<file path="config.mk">
export PLATFORM = sky130hd
export DESIGN_NAME = muscl_mc_limited_upwind_faces
export DESIGN_NICKNAME = d
export VERILOG_FILES = /design/src/design/mcuf_pkg.sv /design/src/design/mcuf_slope.sv /design/src/design/mcuf_face.sv /design/src/design/mcuf_fifo.sv /design/src/design/muscl_mc_limited_upwind_faces.sv
export SDC_FILE = /design/constraint.sdc
export NUM_CORES = 2
export LEC_CHECK = 0
export ABC_AREA = 1
export BUFFER_PORTS_ARGS = -buffer_cell sky130_fd_sc_hd__buf_4
export CAP_MARGIN = 20
export CORE_ASPECT_RATIO = 0.7
export CORE_UTILIZATION = 45
export CTS_CLUSTER_SIZE = 8
export DETAILED_ROUTE_END_ITERATION = 8
export MAX_ROUTING_LAYER = met4
export PLACE_DENSITY = 0.67
export RECOVER_POWER = 25
export SETUP_SLACK_MARGIN = 0.2
export SLEW_MARGIN = 40
export SYNTH_ARGS = -nofsm -noshare
export SYNTH_HDL_FRONTEND = slang
export SYNTH_HIERARCHICAL = 1
export SYNTH_SLANG_ARGS = --single-unit
</file>
<file path="constraint.sdc">
create_clock -name clk -period 27.2 [get_ports clk]
set_input_delay 1.36 -clock clk [delete_from_list [all_inputs] [get_ports clk]]
set_output_delay 1.36 -clock clk [all_outputs]
set_load 0.03 [all_outputs]
</file>
<file path="src/design/mcuf_pkg.sv">
// ----------------------------------------------------------------------------
// mcuf_pkg
// Shared types, register map and helpers for the MUSCL MC-limited face block.
// ----------------------------------------------------------------------------
package mcuf_pkg;

  localparam int unsigned VEL_WIDTH = 32;
  localparam int unsigned ADDR_WIDTH = 3;
  localparam int unsigned DATA_WIDTH = 32;

  // register index as decoded from paddr[2]
  localparam logic REG_SLOPE_EN = 1'b0;

  typedef enum logic [1:0] {
    VEL_ZERO = 2'd0,
    VEL_POS  = 2'd1,
    VEL_NEG  = 2'd2
  } vel_sign_t;

  function automatic vel_sign_t vel_sign(input logic [VEL_WIDTH-1:0] v);
    vel_sign_t s;
    if (v == '0) begin
      s = VEL_ZERO;
    end else if (v[VEL_WIDTH-1]) begin
      s = VEL_NEG;
    end else begin
      s = VEL_POS;
    end
    return s;
  endfunction

endpackage

</file>
<file path="src/design/mcuf_slope.sv">
// ----------------------------------------------------------------------------
// mcuf_slope
// Slope of the middle cell of a three-cell window: MC-limited when the window
// is full, one-sided when only the previous cell is known, zero when off.
// ----------------------------------------------------------------------------
module mcuf_slope
  import mcuf_pkg::*;
#(
  parameter int unsigned VALUE_WIDTH = 32
) (
  input  logic                          limit_on,
  input  logic                          one_sided,
  input  logic signed [VALUE_WIDTH-1:0] older,
  input  logic signed [VALUE_WIDTH-1:0] prev,
  input  logic signed [VALUE_WIDTH-1:0] cur,
  output logic signed [VALUE_WIDTH+1:0] slope,
  output logic signed [VALUE_WIDTH+1:0] edge_slope
);

  localparam int unsigned W = VALUE_WIDTH;

  logic signed [W:0]   dwl;
  logic signed [W:0]   dwr;
  logic signed [W+1:0] dsum;
  logic signed [W:0]   dwc;
  logic        [W:0]   adl;
  logic        [W:0]   adr;
  logic        [W:0]   adc;
  logic        [W:0]   amin;
  logic        [W+1:0] lim2;
  logic        [W+1:0] mag;
  logic                opposite;
  logic signed [W+1:0] mc;
  logic signed [W+1:0] diff_ext;

  always_comb begin
    dwl  = {prev[W-1], prev} - {older[W-1], older};
    dwr  = {cur[W-1], cur} - {prev[W-1], prev};
    dsum = {dwl[W], dwl} + {dwr[W], dwr};
    dwc  = dsum[W+1:1];  // floor of half
    adl  = dwl[W] ? (~dwl + 1'b1) : dwl;
    adr  = dwr[W] ? (~dwr + 1'b1) : dwr;
    adc  = dwc[W] ? (~dwc + 1'b1) : dwc;
    amin = (adl < adr) ? adl : adr;
    lim2 = {amin, 1'b0};
    mag  = ({1'b0, adc} < lim2) ? {1'b0, adc} : lim2;
    opposite = (dwl[W] && (dwr != '0) && !dwr[W]) ||
               (dwr[W] && (dwl != '0) && !dwl[W]);
    if (opposite || dwc == '0) begin
      mc = '0;
    end else if (dwc[W]) begin
      mc = -$signed(mag);
    end else begin
      mc = $signed(mag);
    end
    diff_ext = {dwr[W], dwr};
    if (!limit_on) begin
      slope      = '0;
      edge_slope = '0;
    end else begin
      slope      = one_sided ? diff_ext : mc;
      edge_slope = diff_ext;
    end
  end

endmodule

</file>
<file path="src/design/mcuf_face.sv">
// ----------------------------------------------------------------------------
// mcuf_face
// Upwind face value from the reconstructed left and right states, saturated.
// ----------------------------------------------------------------------------
module mcuf_face
  import mcuf_pkg::*;
#(
  parameter int unsigned VALUE_WIDTH = 32
) (
  input  logic signed [VALUE_WIDTH-1:0] left_value,
  input  logic signed [VALUE_WIDTH+1:0] left_slope,
  input  logic signed [VALUE_WIDTH-1:0] right_value,
  input  logic signed [VALUE_WIDTH+1:0] right_slope,
  input  vel_sign_t                     sgn,
  output logic        [VALUE_WIDTH-1:0] face
);

  localparam int unsigned W = VALUE_WIDTH;

  logic signed [W+1:0] left_st;
  logic signed [W+1:0] right_st;
  logic signed [W+2:0] st_sum;
  logic signed [W+1:0] f;

  always_comb begin
    left_st  = {{2{left_value[W-1]}}, left_value} +
               {left_slope[W+1], left_slope[W+1:1]};
    right_st = {{2{right_value[W-1]}}, right_value} -
               {right_slope[W+1], right_slope[W+1:1]};
    st_sum   = {left_st[W+1], left_st} + {right_st[W+1], right_st};
    case (sgn)
      VEL_POS: f = left_st;
      VEL_NEG: f = right_st;
      default: f = st_sum[W+2:1];
    endcase
    // in range when the three top bits agree
    if (f[W+1:W-1] == 3'b000 || f[W+1:W-1] == 3'b111) begin
      face = f[W-1:0];
    end else if (f[W+1]) begin
      face = {1'b1, {(W-1){1'b0}}};
    end else begin
      face = {1'b0, {(W-1){1'b1}}};
    end
  end

endmodule

</file>
<file path="src/design/mcuf_fifo.sv">
// ----------------------------------------------------------------------------
// mcuf_fifo
// Four-entry result queue taking up to two entries per cycle, one out.
// ----------------------------------------------------------------------------
module mcuf_fifo
  import mcuf_pkg::*;
#(
  parameter int unsigned DATA_W = 33
) (
  input  logic              clk,
  input  logic              rst,
  input  logic [1:0]        push_cnt,
  input  logic [DATA_W-1:0] push_d0,
  input  logic [DATA_W-1:0] push_d1,
  output logic              room,
  output logic              out_valid,
  input  logic              out_ready,
  output logic [DATA_W-1:0] out_data
);

  logic [DATA_W-1:0] mem [4];
  logic [1:0]        wr_ptr;
  logic [1:0]        rd_ptr;
  logic [2:0]        count;
  logic              pop;

  assign pop       = out_valid && out_ready;
  assign out_valid = (count != '0);
  assign out_data  = mem[rd_ptr];
  assign room      = (count <= 3'd2);

  always_ff @(posedge clk) begin
    if (push_cnt != 2'd0) begin
      mem[wr_ptr] <= push_d0;
    end
    if (push_cnt == 2'd2) begin
      mem[wr_ptr + 2'd1] <= push_d1;
    end
  end

  always_ff @(posedge clk) begin
    if (rst) begin
      wr_ptr <= '0;
      rd_ptr <= '0;
      count  <= '0;
    end else begin
      wr_ptr <= wr_ptr + push_cnt;
      if (pop) begin
        rd_ptr <= rd_ptr + 2'd1;
      end
      count <= count + {1'b0, push_cnt} - {2'b00, pop};
    end
  end

endmodule

</file>
<file path="src/design/muscl_mc_limited_upwind_faces.sv">
// ----------------------------------------------------------------------------
// muscl_mc_limited_upwind_faces
// MUSCL face reconstruction along a grid line with MC limiter and upwinding.
// ----------------------------------------------------------------------------
// Timing: a taken cell is held in the input register and evaluated there once
// the queue has room; its faces are written to the result queue and offered.
// Throughput: one cell per cycle while the queue has room; the single output
// port sends a line-end cell's two faces one after the other.
// Reset (synchronous rst): window empty, queue empty, slope_en = 1.
module muscl_mc_limited_upwind_faces
  import mcuf_pkg::*;
#(
  parameter int unsigned VALUE_WIDTH = 32
) (
  input  logic                          clk,
  input  logic                          rst,
  input  logic                          psel,
  input  logic                          penable,
  input  logic                          pwrite,
  input  logic [ADDR_WIDTH-1:0]         paddr,
  input  logic [DATA_WIDTH-1:0]         pwdata,
  output logic [DATA_WIDTH-1:0]         prdata,
  output logic                          pready,
  input  logic                          in_valid,
  output logic                          in_ready,
  input  logic signed [VALUE_WIDTH-1:0] cell_value,
  input  logic signed [VEL_WIDTH-1:0]   low_face_velocity,
  input  logic                          line_first,
  input  logic                          line_last,
  output logic                          out_valid,
  input  logic                          out_ready,
  output logic signed [VALUE_WIDTH-1:0] face_value,
  output logic                          last_of_run
);

  localparam int unsigned W = VALUE_WIDTH;

  logic slope_en;

  // input register
  logic                  s0_valid;
  logic signed [W-1:0]   s0_value;
  logic [VEL_WIDTH-1:0]  s0_vel;
  logic                  s0_first;
  logic                  s0_last;
  logic                  s0_fire;

  // line window
  logic signed [W-1:0]   older_value;
  logic signed [W-1:0]   previous_value;
  logic signed [W+1:0]   older_slope;
  logic [VEL_WIDTH-1:0]  pending_velocity;
  logic [1:0]            cells_seen;

  logic                  start_new;
  logic                  res_a;
  logic                  res_b;
  logic signed [W+1:0]   sp;
  logic signed [W+1:0]   sc;
  logic [W-1:0]          face_a;
  logic [W-1:0]          face_b;
  logic                  room;
  logic [1:0]            push_cnt;
  logic [W:0]            push_d0;
  logic [W:0]            push_d1;
  logic [W:0]            out_data;

  // configuration port
  assign pready = 1'b1;
  assign prdata = (paddr[2] == REG_SLOPE_EN) ?
                  {{(DATA_WIDTH-1){1'b0}}, slope_en} : '0;

  always_ff @(posedge clk) begin
    if (rst) begin
      slope_en <= 1'b1;
    end else if (psel && penable && pwrite && pready &&
                 paddr[2] == REG_SLOPE_EN) begin
      slope_en <= pwdata[0];
    end
  end

  // input stage
  assign s0_fire  = s0_valid && room;
  assign in_ready = !s0_valid || s0_fire;

  always_ff @(posedge clk) begin
    if (rst) begin
      s0_valid <= 1'b0;
    end else if (in_ready) begin
      s0_valid <= in_valid;
    end
  end

  always_ff @(posedge clk) begin
    if (in_valid && in_ready) begin
      s0_value <= cell_value;
      s0_vel   <= low_face_velocity;
      s0_first <= line_first;
      s0_last  <= line_last;
    end
  end

  // evaluation
  assign start_new = s0_first || cells_seen == 2'd0;
  assign res_a     = !start_new && cells_seen == 2'd2;
  assign res_b     = !start_new && s0_last;

  mcuf_slope #(
    .VALUE_WIDTH (W)
  ) u_slope (
    .limit_on   (slope_en),
    .one_sided  (cells_seen == 2'd1),
    .older      (older_value),
    .prev       (previous_value),
    .cur        (s0_value),
    .slope      (sp),
    .edge_slope (sc)
  );

  mcuf_face #(
    .VALUE_WIDTH (W)
  ) u_face_low (
    .left_value  (older_value),
    .left_slope  (older_slope),
    .right_value (previous_value),
    .right_slope (sp),
    .sgn         (vel_sign(pending_velocity)),
    .face        (face_a)
  );

  mcuf_face #(
    .VALUE_WIDTH (W)
  ) u_face_high (
    .left_value  (previous_value),
    .left_slope  (sp),
    .right_value (s0_value),
    .right_slope (sc),
    .sgn         (vel_sign(s0_vel)),
    .face        (face_b)
  );

  always_comb begin
    push_cnt = 2'd0;
    push_d0  = {1'b1, face_b};
    push_d1  = {1'b1, face_b};
    if (s0_fire) begin
      push_cnt = {1'b0, res_a} + {1'b0, res_b};
      if (res_a) begin
        push_d0 = {!res_b, face_a};
      end
    end
  end

  always_ff @(posedge clk) begin
    if (rst) begin
      older_value      <= '0;
      previous_value   <= '0;
      older_slope      <= '0;
      pending_velocity <= '0;
      cells_seen       <= '0;
    end else if (s0_fire) begin
      if (start_new) begin
        previous_value <= s0_value;
        cells_seen     <= s0_last ? 2'd0 : 2'd1;
      end else if (s0_last) begin
        cells_seen <= 2'd0;
      end else begin
        older_value      <= previous_value;
        older_slope      <= sp;
        previous_value   <= s0_value;
        pending_velocity <= s0_vel;
        cells_seen       <= 2'd2;
      end
    end
  end

  mcuf_fifo #(
    .DATA_W (W + 1)
  ) u_fifo (
    .clk       (clk),
    .rst       (rst),
    .push_cnt  (push_cnt),
    .push_d0   (push_d0),
    .push_d1   (push_d1),
    .room      (room),
    .out_valid (out_valid),
    .out_ready (out_ready),
    .out_data  (out_data)
  );

  assign face_value  = out_data[W-1:0];
  assign last_of_run = out_data[W];

endmodule

</file>
=== Word level (Yosys, flattened, before mapping) ===
Memory sizes are Yosys's and may differ from the RTL's. A register that Yosys moved wholly into a read port is not among the register bits.
Index checks and enable logic that the tools add are counted.

* Flip-flop bits (word level): 207
* Bits in writable memories: 132
* Bits of input ports: 108
* Output and inout port bits: 68
* Logic and storage cells: 123
* Memories kept: 1

* Add/sub/neg operators: 19
* Order comparisons: 3
* Equal/unequal tests: 10
* Muxes and demuxes: 35
* Bitwise operators: 6
* Reductions and logical operators: 35

{| class="wikitable"
|+ Memory list
! memory !! words !! bits a word !! rd ports !! clocked after memory_dff !! write ports !! line !! text
|-
| u_fifo.mem || 4 || 33 || 1 || 1 || 2 || mcuf_fifo.sv:21 || <nowiki>logic [DATA_W-1:0] mem [4];</nowiki>
|}

{| class="wikitable"
|+ Operator list
! kind !! number
|-
| $mux 34 || 6
|-
| $mux 33 || 6
|-
| $mux 32 || 6
|-
| $pmux 34 s2 || 2
|-
| $add 33x1->33 const B || 3
|-
| $not 33->33 || 3
|-
| $add 34x34->35 || 2
|-
| $add 32x33->34 || 2
|-
| $sub 32x33->34 || 2
|-
| $reduce_bool 33->1 || 2
|-
| $sub 32x32->33 || 2
|-
| $logic_not 32->1 || 2
|-
| $add 33x33->34 || 1
|-
| $lt 33x34->1 || 1
|-
| $neg 34->34 || 1
|-
| $logic_not 33->1 || 1
|-
| $lt 33x33->1 || 1
|-
| $mux 2 || 9
|-
| $logic_and 1x1->1 || 12
|-
| $eq 2x2->1 const B || 4
|-
| $eq 2x1->1 const B || 3
|-
| $eq 3x3->1 const B || 2
|-
| $logic_not 3->1 || 2
|-
| $logic_or 1x1->1 || 6
|-
| other kinds (15) || 27
|}

=== Logic depth before layout (Yosys ltp) ===
* Word-level depth: 21
* Depth in mapped cells: 102
* Mapped depth without buffers: 96

=== Cells and area by module ===
Netlist, hierarchy kept.

{| class="wikitable"
|+ Modules (own cells, without submodules)
! module !! times used !! cells each !! area each (µm²) !! sequential area each (µm²)
|-
| mcuf_slope || 1 || 2,408 || 12,851.1 || 0.0
|-
| muscl_mc_limited_upwind_faces || 1 || 1,018 || 8,434.3 || 4,664.5
|-
| mcuf_fifo || 1 || 711 || 6,904.1 || 4,144.0
|-
| mcuf_face (u_face_high) || 1 || 1,167 || 6,688.9 || 0.0
|-
| mcuf_face (u_face_low) || 1 || 1,126 || 6,441.2 || 0.0
|}

=== Worst setup path after synthesis ===
Ideal clock, no wire load.

* Kind: reg2reg
* Start: reg previous_value[0]
* End: mem u_fifo.mem[3][3] (data pin)
* Library setup time: 265 ps
* Data arrival time: 11,216 ps
* Required time: 26,935 ps
* Slack: 15,719 ps
* Stages on the path, launching flop included: 92
* Clock period less this slack: 11,481 ps
* Cells stage by stage: dfxtp_1 inv_1 ha_1 fa_1 inv_1 nand3_1 nand2_1 nand2_1 nand2_1 nand3_1 nand2_2 nand2_1 nand2_1 nand2_1 nand2_1 buf_2 inv_1 clkbuf_1 (+56 left out) nand2_1 o21ai_0 a21oi_1 nor2_1 a2111oi_0 nand2_1 nand2_1 nand3_1 nand2_2 inv_2 o21bai_4 buf_6 nand2_2 nand2_1 nand2_1 nand2_1 nand2_1 o21ai_0

{| class="wikitable"
|+ RTL lines
! element !! line !! text
|-
| from (decl) || muscl_mc_limited_upwind_faces.sv:50 || <nowiki>logic signed [W-1:0] previous_value;</nowiki>
|-
| from (signal assigned) || muscl_mc_limited_upwind_faces.sv:163 || <nowiki>previous_value <= s0_value;</nowiki>
|-
| from (signal assigned) || muscl_mc_limited_upwind_faces.sv:170 || <nowiki>previous_value <= s0_value;</nowiki>
|-
| to (decl) || mcuf_fifo.sv:21 ||
|}

==> reports/qor.csv <==
stage,metric,value,unit
floorplanning,dieArea,92930,sq um
floorplanning,ioPinCount,176,
sta,fin_tns_setup,0,ns
sta,setup_viol,0,
cts,cts_buffers,50,
floorplanning,initial_utilization,45.67,%
floorplanning,rows,92,
place,place_congestion,1.031,
worst_setup_path,reg2reg_depth,86,
cts,cts_sinks,340,
worst_setup_path,cp-end-kind,flop,
worst_setup_path,r2r_setup_slack,8.46,ns
flow_run,cap_violations,2,
sta,clock_skew,0.05217,ns
worst_setup_path,worstSetupPathType,flop to flop,
synth,syn_avg_cell_area,6.426,sq um
worst_setup_path,endpoint,u_fifo/mem[3][25],
sta,slew_violations,117,
cts,clk_latency,0.63,ns
cts,cts-root-buf,clkbuf_16,
sta,rsz0062_at_grt,no,
finish,drive_gt1_share,7.565,%
place,dp_hpwl,122000,microns
sta,relSlewSlack,-179.8,%
floorplanning,core-area,90360,sq um
worst_setup_path,critPathMaxFanout,43,
global_routing,grt_pass1_wl,223400,microns
global_routing,first_global_vias,37260,
sta,worstMarginPinSlew,4.197,ns
route,num_vias,42720,
sta,finalCritPeriodShare,68.89,%
global_routing,track_usage,32.04,%
synth,syn_area,41260,sq um
worst_setup_path,cp_slowest_stage_delay,0.59,ns
worst_setup_path,critical_path_required,27.51,ns
worst_setup_path,crit_path_frequent_cell,nand2_1,
worst_setup_path,cp-start-kind,flop,
floorplanning,die_h,255.4,microns
global_routing,grt_max_degree,96,
worst_hold_path,hp-class,flop to flop,
place,io_buffers,110,
sta,max_freq,0.05337,GHz
global_routing,gr-total-overflow,0,
global_routing,antenna_found_initial,0,
cts,clk_path_buf_depth,3,
finish,layout_commonest_cell,nand2_1,
finish,area_growth,6.974,%
cts,cts_max_level,2,
cts,cts_setup_buffers,0,
route,drc,0,
cts,post_cts_resized,0,
finish,nets,6911,
route,via_per_inst,5.567,
worst_setup_path,critPathArrivalTime,19.04,ns
worst_setup_path,r2r_end,u_fifo/mem[3][25],
status,outcome,"finished, violations left",
sta,hold_violations,0,
route,drtIter0Drc,4977,
synth,yosys_warnings,6,
cts,clkTransAtPathRegs,0.05,ns
finish,most-common-layout-cells,"nand2_1, nor2_1, inv_1",
route,drt.antenna.violating_nets,0,
floorplanning,die_w,363.9,microns
route,first_pass_iters,6,
cts,cts_tree,built,
worst_setup_path,cp_slowest_cell,dfxtp_1,
worst_setup_path,worstSetupStartpoint,previous_value[1],
route,routedWlPerCell,19.43,microns
worst_setup_path,reg2reg_from,previous_value[1],
sta,fin_crit,18.74,ns
synth,syn_inst,6422,
cts,hold_buffers,0,
route,wl,149100,microns
status,violations,"capacitance limit, slew limit",
==> state kept, by name (all words and copies together), names as in the netlist, named ones only <==
register and count:
s0_value 32, s0_vel 32, pending_velocity 32, u_fifo/mem 132, older_slope 33, previous_value 32, cells_seen 2, s0_first 1
u_fifo/count 3, s0_last 1, u_fifo/wr_ptr 2, slope_en 1, older_value 32, s0_valid 1, u_fifo/rd_ptr 2
==> through the flow <==
step / instance area, sq um / hold WS, ns / instances / util, % / setup WS [ns]
after global placement: 42770 / 0.4541 / 7596 / 47.33 / 9.664
after detailed placement: 42790 / 0.4682 / 7596 / 47.36 / 9.716
after global routing: 44140 / 0.4991 / 7673 / 48.85 / 7.624
final: 44140 / 0.4747 / 7674 / 48.85 / 8.462
after CTS: 44180 / 0.4763 / 7673 / 48.89 / 9.620
after floorplan: 41380 / 0.4393 / 6453 / - / 15.72
==> cell type report <==
cell class | instances | area, sq um
fillers | 9359 | 46220
well taps | 1222 | 1529
inverters | 772 | 2903
multi-input cells | 5111 | 28440
flip-flops and latches | 340 | 8790
repair buffers | 151 | 1089
clock buffers | 71 | 1330
diodes | 1 | 2.502
clock inverters | 6 | 56.30
==> critical path, delay by kind of cell (launching register included) <==
kind,cells,cell delay (ns)
flops,1,0.59
fa+ha+maj,5,1.83
xor+xnor,2,0.39
buf+inv,10,2.08
simple gates,62,11.69
compound gates,7,1.74
==> worst min path at each step <==
stage	from	end	slack (ns)	depth (start not counted)
floorplan	cells_seen[0]	cells_seen[0]	0.44	2
global placement	cells_seen[0]	cells_seen[0]	0.45	2
detailed placement	cells_seen[0]	cells_seen[0]	0.47	2
CTS	cells_seen[0]	cells_seen[0]	0.48	2
global route	pending_velocity[14]	pending_velocity[14]	0.50	2
finish	cells_seen[0]	cells_seen[0]	0.47	2
==> per-layer routing <==
layer / part of all wire [%] / global-route usage, % / up-vias
met5: 0 / - / -
li1: - / - / 21080
met3: 12 / 8.751 / 132
met1: 49 / 49.41 / 19580
met2: 37 / 40.35 / 1928
met4: 1.7 / 6.024 / 0
Power is not shown: default switching activity piles up to over one toggle a cycle in this logic, so the estimate is an artifact.
